## src/hw/rtl/assert_macros.svh

```systemverilog
`ifndef ASSERT_MACROS_SVH
`define ASSERT_MACROS_SVH
// Checks that a condition implies another one on the same clock edge.
`define ASSERT_SAME(label, clk, rst, lhs, rhs, msg) \
   label: assert property (@(posedge clk) disable iff (rst) (lhs) |-> (rhs)) \
      else $error(msg);
// Checks that a condition implies another one on the following clock edge.
`define ASSERT_NEXT(label, clk, rst, lhs, rhs, msg) \
   label: assert property (@(posedge clk) disable iff (rst) (lhs) |=> (rhs)) \
      else $error(msg);
`endif

```

## src/hw/rtl/rbi_mul.sv

```systemverilog
module rbi_mul #(
   parameter int OperandWidth = 33
) (
   input  logic                             clock,
   input  logic                             en,
   input  logic signed [OperandWidth-1:0]   a,
   input  logic signed [OperandWidth-1:0]   b,
   output logic signed [2*OperandWidth-1:0] product
);

   localparam int LoWidth  = (OperandWidth + 1) / 2;
   localparam int HiWidth  = OperandWidth - LoWidth;
   localparam int ProdWidth = 2 * OperandWidth;

   logic [OperandWidth-1:0]      mag_a;
   logic [OperandWidth-1:0]      mag_b;
   logic [2*LoWidth-1:0]         pp_ll_ff;
   logic [LoWidth+HiWidth-1:0]   pp_lh_ff;
   logic [LoWidth+HiWidth-1:0]   pp_hl_ff;
   logic [2*HiWidth-1:0]         pp_hh_ff;
   logic                         neg_ff;
   logic [ProdWidth-1:0]         sum;
   logic signed [ProdWidth-1:0]  product_in;
   logic signed [ProdWidth-1:0]  product_ff;

   // Magnitudes are split in halves so that each partial product stays narrow.
   assign mag_a = a[OperandWidth-1] ? OperandWidth'(-a) : OperandWidth'(a);
   assign mag_b = b[OperandWidth-1] ? OperandWidth'(-b) : OperandWidth'(b);

   always_ff @(posedge clock) begin
      if (en) begin
         pp_ll_ff <= (2*LoWidth)'(mag_a[LoWidth-1:0]) * (2*LoWidth)'(mag_b[LoWidth-1:0]);
         pp_lh_ff <= (LoWidth+HiWidth)'(mag_a[LoWidth-1:0])
                     * (LoWidth+HiWidth)'(mag_b[OperandWidth-1:LoWidth]);
         pp_hl_ff <= (LoWidth+HiWidth)'(mag_a[OperandWidth-1:LoWidth])
                     * (LoWidth+HiWidth)'(mag_b[LoWidth-1:0]);
         pp_hh_ff <= (2*HiWidth)'(mag_a[OperandWidth-1:LoWidth])
                     * (2*HiWidth)'(mag_b[OperandWidth-1:LoWidth]);
         neg_ff   <= a[OperandWidth-1] ^ b[OperandWidth-1];
      end
   end

   always_comb begin
      sum = ProdWidth'(pp_ll_ff)
          + (ProdWidth'(pp_lh_ff) << LoWidth)
          + (ProdWidth'(pp_hl_ff) << LoWidth)
          + (ProdWidth'(pp_hh_ff) << (2 * LoWidth));
      product_in = neg_ff ? -signed'(sum) : signed'(sum);
   end

   always_ff @(posedge clock) begin
      if (en) begin
         product_ff <= product_in;
      end
   end

   assign product = product_ff;

endmodule

```

## config.mk

```make
export PLATFORM = sky130hd
export DESIGN_NAME = rbi_mul
export DESIGN_NICKNAME = d
export VERILOG_FILES = /design/src/hw/rtl/assert_macros.svh /design/src/hw/rtl/rbi_mul.sv
export SDC_FILE = /design/constraint.sdc
export NUM_CORES = 2
export LEC_CHECK = 0
export ABC_AREA = 1
export ABC_CLOCK_PERIOD_IN_PS = 18780
export BUFFER_PORTS_ARGS = -buffer_cell sky130_fd_sc_hd__buf_2
export CORE_AREA = 5 5 398 302
export DETAILED_ROUTE_END_ITERATION = 7
export DIE_AREA = 0 0 403 307
export HOLD_SLACK_MARGIN = 0.12
export REMOVE_ABC_BUFFERS = 1
export SLEW_MARGIN = 20
export SYNTH_ARGS = -nofsm -noshare
export SYNTH_HDL_FRONTEND = slang
export SYNTH_SLANG_ARGS = --single-unit
```

## constraint.sdc

```tcl
create_clock -name clock -period 18.78 [get_ports clock]
set_input_delay 2.817 -clock clock [delete_from_list [all_inputs] [get_ports clock]]
set_output_delay 2.817 -clock clock [all_outputs]
set_load 0.02 [all_outputs]
```

# After elaboration in Yosys (flattened, before gate mapping)
# Index checks and enable logic that the tools add are counted.
# classes
muxes	3
n_bitwise	1
addsub	6
multipliers	4
# op_table
op	count
adder 52 x 66 -> 66 bit	1
two-way mux 33 bit	2
two-way mux 66 bit	1
negation 33 bit	2
negation 66 bit	1
adder 51 x 50 -> 52 bit	1
adder 34 x 50 -> 51 bit	1
multiplier 17 x 17 -> 34 bit	1
multiplier 16 x 17 -> 33 bit	1
multiplier 17 x 16 -> 33 bit	1
multiplier 16 x 16 -> 32 bit	1
XOR 1 bit	1
# word_totals
out_inout_bits	66
input_bits	68
regBits	199
elab_cells	20

# Logic depth before layout (Yosys ltp)
# logic_depth
ltp_word	5
ltp_mapped	40
depth_no_buf	38

# Least setup slack after synthesis
# No wires, ideal clock.
# synth_path
path_type	in2reg
start	input port b[0]
end	register pp_hh_ff[27], data pin
setup_time_ps	260
path_stages	37
required_ps	18520
arrival_ps	9600
n_path_buf	3
slack_ps	8921
path_cell_list	buf_6 -> inv_6 -> clkbuf_1 -> ha_1 -> inv_1 -> nor3_1 -> nand2_1 -> inv_1 -> nand2_1 -> nor2_1 -> nand4_1 -> nand2_1 -> o21ai_0 -> xor2_1 -> clkbuf_1 -> nand2_1 -> fa_1 -> inv_1 -> fa_1 -> inv_1 -> fa_1 -> inv_1 -> fa_1 -> fa_1 -> inv_1 -> fa_1 -> inv_1 -> ha_1 -> a21oi_1 -> o21a_1 -> o21ai_0 -> a21oi_1 -> o21bai_1 -> a21o_1 -> nand2_1 -> nand2_1 -> xor2_1
# synth_via
elab_chain_len	3
# synth_rtl
item	line	rtl
start: declaration	rbi_mul.sv:7	input logic signed [OperandWidth-1:0] b,
negation 33 bit	rbi_mul.sv:28	assign mag_b = b[OperandWidth-1] ? OperandWidth'(-b) : OperandWidth'(b);
two-way mux 33 bit	rbi_mul.sv:28	
multiplier 16 x 16 -> 32 bit	rbi_mul.sv:38	* (2*HiWidth)'(mag_b[OperandWidth-1:LoWidth]);
end signal: assignment	rbi_mul.sv:37	pp_hh_ff <= (2*HiWidth)'(mag_a[OperandWidth-1:LoWidth])
end: declaration	rbi_mul.sv:20	logic [2*HiWidth-1:0] pp_hh_ff;
# Every way passes these cells.
# A chain may end at the register's enable or synchronous reset.

# Final worst setup path
# layout_path
start	input port a[0]
end	register pp_hh_ff[28], data pin
# layout_via
elab_chain_len	3
# layout_rtl
item	line	rtl
start: declaration	rbi_mul.sv:6	input logic signed [OperandWidth-1:0] a,
negation 33 bit	rbi_mul.sv:27	assign mag_a = a[OperandWidth-1] ? OperandWidth'(-a) : OperandWidth'(a);
two-way mux 33 bit	rbi_mul.sv:27	
multiplier 16 x 16 -> 32 bit	rbi_mul.sv:38	
# Every way passes these cells.

==> flow_summary.yaml <==
run_status:
  status: "complete, no violations"
floorplan:
  core-area_mm2: 0.1165
  dieArea_mm2: 0.1237
  start_util_pct: 42.36
  rows: 109
  die_x_um: 403
  die_y_um: 307
  ios: 134
sta:
  max_slew.worst_pin.slew_ns: 1.098
  rsz0062_at_grt: "no"
  fin_worst_skew_ns: 0.01931
  hold_viol: 0
  finalSetupViolCount: 0
  drv_slew: 0
  fmax_mhz: 85.64
  setup-tns-final_ns: 0
  max_slew_margin_pct: 26.53
  period_needed_ns: 11.68
  fin_crit_sh_pct: 62.18
final_layout:
  syn2layout_area_growth_pct: 6.516
  multi_input_area_mm2: 0.03722
  seq_area_mm2: 0.005976
  layout_commonest_cell: "nand2_1"
  drive_above_1_share_pct: 5.991
  nets: 7657
  post-route-util_pct: 45.12
  fillerInstances: 11760
  final_cell_mix: "nand2_1, inv_1, fa_1, nor2_1, ha_1"
route:
  wl_per_cell_um: 20.98
  post-route-drc-count: 0
  ant_nets: 0
  drtPass1Iterations: 8
  first_iter_violations: 3814
  drt-total-wl_mm: 164.3
  viasPerCell: 5.277
  vias: 41330
clocking:
  postCtsHoldBufs: 0
  clkTransAtPathRegs_ns: 0.10
  cts_root_buf: "clkbuf_16"
  clockBufferDepth: 2
  cts_resized: 0
  clk_latency_ns: 0.50
  cts_sinks: 199
  cts_tree: "built"
  cts.htree.levels: 4
  postCtsSetupBuffers: 0
  cts_buffers: 17
critical_path:
  start_kind: "input pin"
  crit_arrival_ns: 11.91
  cp_slowest_cell: "nor3_4"
  critPathMaxStageDelay_ns: 0.84
  path_max_fanout: 19
  critPathMostFrequentCell: "inv_1"
  cp.required_ns: 19.01
  endpoint_kind: "flop"
  worstSetupPathType: "input pin to flop"
grt:
  grt_pass1_wl_mm: 255.7
  grt_max_degree: 73
  antenna_found_initial: 2
  grt_pass1_vias: 42030
  track_usage_pct: 27.06
  grt_overflow_total: 0
synthesis:
  synthFlopType: "edfxtp_1"
  async_flop_share_pct: 0
  yosys_warnings: 0
  synth.avg_cell_area_um2: 7.941
  synth_cell_types: 57
  ys_seq_area_share_pct: 12.11
  synth_edf_count: 199
  synth-seq-cells: 199
  syn_inst: 6212
  syn_area_mm2: 0.04933
place:
  numPortBuffers: 133
  dp_hpwl_mm: 130.5
  finalWeightedCongestion: 0.9839
job:
  cap_violations: 0
hold_path:
  holdCritPathClass: "flop to flop"
[kinds of logic (layout without fill, tap and decap cells)]
| group | after synthesis | after routing | share of synthesized area [%] |
|---|---|---|---|
| AO/OA/AOI/OAI | 343 | 343 | 3.914 |
| XOR/XNOR | 206 | 206 | 3.695 |
| adder cells (fa/ha/maj) | 1326 | 1326 | 46.84 |
| buffers and inverters | 1627 | 1691 | 12.69 |
| flip-flops | 199 | 199 | 12.11 |
| other | 0 | 3 | 0 |
| AND/OR/NAND/NOR | 2511 | 2511 | 20.75 |
[worst max-delay path, delay by kind of cell]
kind / cells / cell delay, ns
simple gates: 13 / 3.95
fa+ha+maj: 8 / 3.29
buf+inv: 9 / 0.94
compound gates: 3 / 0.71
xor+xnor: 1 / 0.13
[layer usage]
layer / routed length (um) / global-route usage, % / part of all wire (%) / vias up
li1: - / - / - / 18640
met5: 17 / 0 / 0.010 / -
met3: 19670 / 7.473 / 12 / 239
met2: 66070 / 38.94 / 40 / 2026
met1: 74250 / 40.54 / 45 / 20430
met4: 4313 / 6.177 / 2.6 / 2
[stage by stage]
stage | cells | worst slack [ns] | hold slack [ns] | instance area [um^2]
2_1_floorplan | 6035 | 8.489 | 0.4264 | 48520
3_3_place_gp | 7797 | 7.010 | 0.4771 | 51830
3_5_place_dp | 7798 | 7.027 | 0.4814 | 51860
4_1_cts | 7830 | 7.559 | 0.5052 | 52540
5_1_grt | 7830 | 6.798 | 0.5209 | 52540
6_report | 7833 | 7.103 | 0.5018 | 52550
[synth_stat cells, types with 6 or more instances]
cell / n / area (um^2)
a21oi_1: 168 / 840.8
a31oi_1: 13 / 81.33
o21ai_1: 8 / 40.04
xnor2_1: 66 / 578.1
nor2_2: 19 / 118.9
nand2_2: 24 / 150.1
ha_1: 458 / 5731
buf_1: 8 / 30.03
o211ai_1: 6 / 45.04
nor2_1: 646 / 2425
xor2_1: 139 / 1217
inv_2: 17 / 63.81
o21ai_0: 91 / 455.4
buf_2: 34 / 170.2
fa_1: 868 / 17380
o21a_1: 7 / 52.55
edfxtp_1: 199 / 5976
inv_1: 1418 / 5323
buf_6: 13 / 146.4
nor3_1: 41 / 205.2
nand3b_1: 13 / 97.59
nand4_1: 60 / 375.4
o21bai_1: 9 / 67.56
clkbuf_1: 121 / 454.2
nand2_1: 1496 / 5615
nand3_2: 11 / 110.1
nor4_1: 12 / 75.07
clkinv_1: 13 / 48.80
a21o_1: 13 / 97.59
nand3_1: 149 / 745.7
or2_2: 20 / 125.1
[layout make-up]
cell class / count / area share (%)
Antenna cell: 3 / 0.01429
Multi-Input combinational cell: 4386 / 70.84
Clock buffer: 17 / 0.8096
Timing Repair Buffer: 209 / 2.407
Clock inverter: 15 / 0.4810
Sequential cell: 199 / 11.37
Tap cell: 1554 / 3.700
Inverter: 1450 / 10.37
[sequential cells by signal, summed over array words and instances (netlist names)]
signal / count
neg_ff: 1
pp_hh_ff: 32
pp_hl_ff: 33
pp_lh_ff: 33
pp_ll_ff: 34
product: 66
[final timing paths]
kind	from	to	slack [ns]	depth (start not counted)
worst max register to register	pp_lh_ff[21]$_DFFE_PP_	product[65]$_DFFE_PP_	14.35	18
worst min register to register	pp_ll_ff[0]$_DFFE_PP_	product[0]$_DFFE_PP_	0.50	0
worst max-delay path	a[0]	pp_hh_ff[28]$_DFFE_PP_	7.10	34
worst min-delay path	pp_ll_ff[0]$_DFFE_PP_	product[0]$_DFFE_PP_	0.50	0
Power is left out: the tool's default activity adds up to more than one toggle a clock period on the data nets, which glitch-free logic cannot reach.
