## config.mk

```make
export PLATFORM = sky130hd
export DESIGN_NAME = rbi_div
export DESIGN_NICKNAME = d
export VERILOG_FILES = /design/src/hw/rtl/assert_macros.svh /design/src/hw/rtl/rbi_pkg.sv /design/src/hw/rtl/rbi_div.sv
export SDC_FILE = /design/constraint.sdc
export NUM_CORES = 2
export LEC_CHECK = 0
export ABC_CLOCK_PERIOD_IN_PS = 13520
export BUFFER_PORTS_ARGS = -buffer_cell sky130_fd_sc_hd__buf_2
export CAP_MARGIN = 20
export CELL_PAD_IN_SITES_DETAIL_PLACEMENT = 0
export CELL_PAD_IN_SITES_GLOBAL_PLACEMENT = 2
export CORE_ASPECT_RATIO = 0.9
export CORE_MARGIN = 5
export CORE_UTILIZATION = 47
export DETAILED_ROUTE_END_ITERATION = 7
export GPL_TIMING_DRIVEN = 0
export PLACE_DENSITY_LB_ADDON = 0.1
export SLEW_MARGIN = 20
export SYNTH_ARGS = -nofsm -noshare
export SYNTH_HDL_FRONTEND = slang
export SYNTH_SLANG_ARGS = --single-unit
export TNS_END_PERCENT = 1
```

## constraint.sdc

```tcl
create_clock -name clock -period 13.52 [get_ports clock]
set_input_delay 0.676 -clock clock [delete_from_list [all_inputs] [get_ports clock]]
set_output_delay 0.676 -clock clock [all_outputs]
set_load 0.005 [all_outputs]
```

## src/hw/rtl/assert_macros.svh

```systemverilog
`ifndef ASSERT_MACROS_SVH
`define ASSERT_MACROS_SVH
// Checks that a condition implies another one on the same clock edge.
`define ASSERT_SAME(label, clk, rst, lhs, rhs, msg) \
   label: assert property (@(posedge clk) disable iff (rst) (lhs) |-> (rhs)) \
      else $error(msg);
// Checks that a condition implies another one on the following clock edge.
`define ASSERT_NEXT(label, clk, rst, lhs, rhs, msg) \
   label: assert property (@(posedge clk) disable iff (rst) (lhs) |=> (rhs)) \
      else $error(msg);
`endif

```

## src/hw/rtl/rbi_pkg.sv

```systemverilog
package rbi_pkg;

   localparam int CoordWidth   = 32;
   localparam int DistWidth    = 32;
   localparam int NumAxes      = 3;
   localparam int NumFaces     = 6;
   localparam int NumRegs      = 6;
   localparam int DivSteps     = 2;
   localparam int CsrAddrWidth = 5;
   localparam int CsrDataWidth = 32;
   localparam int RegIdxWidth  = 3;

   // Register map: the three lower bounds come first, then the three upper bounds.
   localparam int BoxMinBase = 0;
   localparam int BoxMaxBase = 3;

   typedef struct packed {
      logic signed [CoordWidth-1:0] origin_x;
      logic signed [CoordWidth-1:0] origin_y;
      logic signed [CoordWidth-1:0] origin_z;
      logic signed [CoordWidth-1:0] dir_x;
      logic signed [CoordWidth-1:0] dir_y;
      logic signed [CoordWidth-1:0] dir_z;
   } req_word_type;

   typedef struct packed {
      logic                 hit;
      logic [DistWidth-1:0] distance;
   } rsp_word_type;

endpackage

```

## src/hw/rtl/rbi_div.sv

```systemverilog
module rbi_div #(
   parameter int NumWidth = 32,
   parameter int FracBits = 16
) (
   input  logic                           clock,
   input  logic                           en,
   input  logic [NumWidth-1:0]            num,
   input  logic [NumWidth-1:0]            den,
   output logic [rbi_pkg::DistWidth-1:0]  quot
);

   localparam int QWidth      = rbi_pkg::DistWidth;
   localparam int NumStages   = QWidth / rbi_pkg::DivSteps;
   localparam int IntBits     = QWidth - FracBits;
   localparam int ScaledWidth = NumWidth + FracBits + QWidth;
   localparam int LimitWidth  = NumWidth + IntBits;

   logic [ScaledWidth-1:0] scaled;
   logic [NumWidth-1:0]    rem_ff [0:NumStages];
   logic [QWidth-1:0]      q_ff   [0:NumStages];
   logic [NumWidth-1:0]    den_ff [0:NumStages];
   logic                   ovf_ff [0:NumStages];
   logic [NumWidth-1:0]    rem_in [1:NumStages];
   logic [QWidth-1:0]      q_in   [1:NumStages];

   // The quotient overflows exactly when num >= den * 2^IntBits. Without
   // overflow the upper part of the scaled numerator is already below den,
   // so only the low QWidth bits need a step each.
   assign scaled = ScaledWidth'(num) << FracBits;

   always_ff @(posedge clock) begin
      if (en) begin
         rem_ff[0] <= NumWidth'(scaled >> QWidth);
         q_ff[0]   <= scaled[QWidth-1:0];
         den_ff[0] <= den;
         ovf_ff[0] <= LimitWidth'(num) >= (LimitWidth'(den) << IntBits);
      end
   end

   for (genvar s = 1; s <= NumStages; s++) begin : g_step
      always_comb begin
         logic [NumWidth:0]   trial;
         logic [NumWidth-1:0] r;
         logic [QWidth-1:0]   q;
         r = rem_ff[s-1];
         q = q_ff[s-1];
         for (int i = 0; i < rbi_pkg::DivSteps; i++) begin
            trial = {r, q[QWidth-1]};
            q = {q[QWidth-2:0], 1'b0};
            if (trial >= {1'b0, den_ff[s-1]}) begin
               trial = trial - {1'b0, den_ff[s-1]};
               q[0] = 1'b1;
            end
            r = trial[NumWidth-1:0];
         end
         rem_in[s] = r;
         q_in[s]   = q;
      end

      always_ff @(posedge clock) begin
         if (en) begin
            rem_ff[s] <= rem_in[s];
            q_ff[s]   <= q_in[s];
            den_ff[s] <= den_ff[s-1];
            ovf_ff[s] <= ovf_ff[s-1];
         end
      end
   end

   assign quot = ovf_ff[NumStages] ? '1 : q_ff[NumStages];

endmodule

```

== Word-level counts from Yosys, hierarchy flattened ==
Memory sizes are Yosys's and may differ from the RTL's.
Cells that the tools add are included.
Operators by class
  add/sub/neg operators: 32
  div/mod/pow operators: 0
  $mul: 0
  $lt $le $gt $ge: 33
  reduce and logical (&&, ||, !) cells: 0
  equality and inequality tests: 0
  bitwise operators: 0
  muxes and demuxes: 67
  shifts and indexed selects: 0
Operators by type and width (count)
  33-bit by 32-bit >= comparator with 1-bit output: 32
  32-bit two-way mux: 33
  32-bit subtractor: 32
  32-bit by 48-bit >= comparator with 1-bit output: 1
  1-bit two-way mux: 34
Storage, ports and cells
  latch bits: 0
  memories: 4
  RAM bits: 1649
  input port bits: 66
  ROM bits: 0
  register bits after elaboration: 0
Memories
  den_ff: depth 17, bits a word 32, read ports 16, clocked after memory_dff 0, write ports 17, RTL line rbi_div.sv:21  | logic [NumWidth-1:0] den_ff [0:NumStages];
  q_ff: depth 17, bits a word 32, read ports 17, clocked after memory_dff 0, write ports 17, RTL line rbi_div.sv:20  | logic [QWidth-1:0] q_ff [0:NumStages];
  rem_ff: depth 17, bits a word 32, read ports 16, clocked after memory_dff 0, write ports 17, RTL line rbi_div.sv:19  | logic [NumWidth-1:0] rem_ff [0:NumStages];
  ovf_ff: depth 17, bits a word 1, read ports 17, clocked after memory_dff 0, write ports 17, RTL line rbi_div.sv:22  | logic ovf_ff [0:NumStages];

== Longest topological paths before layout ==
An unclocked memory read counts as a cell.
  depth after elaboration: 5
  mapped depth: 30

== Least setup slack after synthesis ==
No wires, ideal clock.
  path kind: register to register
  from: mem rem_ff[9][7], in the netlist rem_ff[0][295]
  to: mem rem_ff[10][3], in the netlist rem_ff[0][323] (data pin)
  path slack: 7335 ps
  data arrival time: 5926 ps
  path buffers: 3
  cell stages (with the launch flop): 26
  data required time: 13260 ps
  setup time: 260 ps
  cell sequence: edfxtp_1 > ha_1 > a211oi_1 > nor2_1 > o41ai_1 > o21a_1 > a21oi_1 > nor2_1 > nor2_1 > or3_1 > clkbuf_1 > clkbuf_1 > mux2_2 > ha_1 > o211ai_1 > a21oi_1 > nor4_1 > o21ai_1 > a221oi_2 > o21ai_1 > a221oi_2 > a221oi_1 > o21a_1 > a2111oi_4 > buf_4 > mux2_2
RTL lines (RTL line)
  start, declared: rbi_div.sv:19

==> metrics <==
crit end category flop; max cap viols 0; CTS Buf Count 152; Post-synth top flop edfxtp_1; Least-Margin Pin Slew 999.3 ps; clk_lat worst skew 840 ps; Vias 78520; clock-pin slew on the worst setup and hold paths roughly 60 ps; async set or reset register ratio after synthesis 0; Final ANT Viol Nets 0; first-pass GRT wire length ~460000 um; Setup Skew 49.73 ps; Seq cells post-synth 1369; Die Y 452.8 um; Seq/Total Area, Yosys 0.4015; RSZ-0062 raised after global routing no; placed cell count 13080; largest net degree at the start of global routing 145; normalized max-slew margin 0.3332; Routed Wire Length 306700 um; top fanout value on the critical path 10; Max Clk Rate 115.7 MHz; Mapped Area 102400 um2; Final Instance Count excl. Fillers between 10000 and 15000; Port Buffer Count 97; most frequent cells in the layout 1369 x edfxtp_1, 1017 x ha_1, 915 x a21oi_1; status finished clean; Initial Utilization 0.4725; Iter 0 DRT Violations 6137; final hold violations 0; DR pass1 iterations 5; Worst EP arrival about 9000 ps; post-synth net total 11200; CTS H-tree depth 4; post-CTS resize count 0; Finish-stage setup viols 0; Avg WL per Cell 22.86 um; Hold Buf Count CTS 60; CTS root buf clkbuf_16; setup TNS 0 ps; global route total overflow 0; Die X roughly 500 um; startpoint types flop; core box area ~220000 um2; Post-synth EDFFs roughly 1400; Slew Viols, Final 0; commonest non-fill, non-tap cell in the layout edfxtp_1; Ports 98; period utilisation layout 0.6395; # rows approximately 160; area growth from synthesis to layout 10.00%; initial antenna violation count 9; GR Util All Layers 0.2616; Synth Area per Inst 10.14 um2; clock sink total 1369; Final Critical Period a little under 9000 ps; die area 227300 um2; Remaining DRCs 0; Post-CTS Setup Bufs 0; gp weighted congestion 0.9199; Yosys warning count 0; fin nets 11530; Clock Path Buffers 3; Crit Path Class reg -> reg; mean number of vias per cell roughly 5.9; ratio of cells with drive above 1 in the final layout 0.1051; vias in the first global route approximately 76000; Post-Syn Instances slightly above 10000; Hold/Removal Path Class in -> reg; CTS tree built; dpl hpwl roughly 250000 um; Crit path required time 14030 ps; Distinct cells, synth 94
final cells by class:
type                       instances  area (um2)
buffer                           208       873.3
fill                           19760      104000
antenna                            5       12.51
sequential                      1369       41110
inverter                         781        2932
tap                             2870        3591
clock inverter                   107        1354
multi-input combinational       7738       57490
clock buffer                     166        3856
timing repair buffer             170        1414
logic make-up (layout without fill, tap and decap cells):
| group | count (synthesis) | after routing | synth area share |
|---|---|---|---|
| compound gates | 2954 | 2954 | 0.1853 |
| xor+xnor | 819 | 819 | 0.07006 |
| fa+ha+maj | 1041 | 1041 | 0.1290 |
| buf+inv | 989 | 1432 | 0.03715 |
| flops | 1369 | 1369 | 0.4015 |
| mux | 624 | 624 | 0.06874 |
| other cells | 0 | 5 | 0 |
| simple gates | 2300 | 2300 | 0.1083 |
flip-flops by register name, summed over array words and instances (netlist names):
name and flops:
den_ff 512, rem_ff 496, q_ff 344, ovf_ff 17
routing by layer:
metal | wire length (um) | vias to the layer above | GRT usage
met5 | 0 | - | 0
met4 | 7958 | 0 | 0.06702
met3 | 14460 | 355 | 0.03411
met2 | 146600 | 1864 | 0.4460
met1 | 137700 | 37970 | 0.3526
li1 | - | 38330 | -
critical path: stages, from the launching register on:
cell and delay [ps]:
edfxtp_1 440, inv_1 110, ha_1 380, o21ai_0 110
a21oi_1 220, o31a_1 280, a221o_1 200, a21oi_1 120
o21ai_1 540, a21oi_1 240, o21a_1 380, inv_2 280
buf_1 610, a21oi_1 240, ha_1 440, nand2_1 140
or2_2 330, nor4_1 660, nand3_1 280, nor4_1 700
a211oi_1 150, o211ai_1 210, clkbuf_1 570, buf_1 520
a21oi_1 170
synthesized netlist by cell type (33+ instances only):
master    count  area share
a211oi_1     82      0.0060
a31oi_1      96      0.0059
a21boi_0     39      0.0029
and2_1       51      0.0031
nor3_1      147      0.0072
o211ai_1     44      0.0032
xor2_1      264       0.023
nand3_1     161      0.0079
nand2_1     608       0.022
ha_1       1017        0.12
a21oi_1     915       0.045
nand4_1     135      0.0082
inv_1       777       0.028
o21bai_1    126      0.0092
nor2b_1     112      0.0068
edfxtp_1   1369        0.40
o21ai_0     566       0.028
mux2_2      577       0.063
nand2b_1    126      0.0077
nor2_1      636       0.023
a211o_1      36      0.0031
clkbuf_1    146      0.0054
or2_2        64      0.0039
a21o_1      504       0.037
mux2i_1      33      0.0032
o21a_1      134      0.0098
nor4_1       43      0.0026
and3_1       95      0.0058
xnor2_1     555       0.047
buf_2        40      0.0020
o31ai_1      71      0.0052
through the flow:
step / hold slack, ps / cell area (um2) / worst slack [ps] / utilization
6_report: 72.66 / 112600 / 4874 / 0.5198
5_1_grt: 22.01 / 112600 / 4234 / 0.5198
4_1_cts: 2.487 / 112600 / 4867 / 0.5197
3_5_place_dp: 404.5 / 106800 / 4912 / 0.4929
3_3_place_gp: 400.4 / 106500 / -9284 / 0.4914
2_1_floorplan: 400.3 / 102400 / 7335 / -
final timing paths:
path / start / to / slack, ps / cells after the start
worst max-delay path: den_ff[0][451] / rem_ff[0][510] / 4870 / 24
worst min-delay path: num[4] / q_ff[0][20] / 70 / 1
worst max register to register: den_ff[0][451] / rem_ff[0][510] / 4870 / 24
worst min register to register: q_ff[14][6] / q_ff[15][8] / 410 / 0
Power is not shown: default switching activity piles up to over one toggle a cycle in this logic, so the estimate is an artifact.
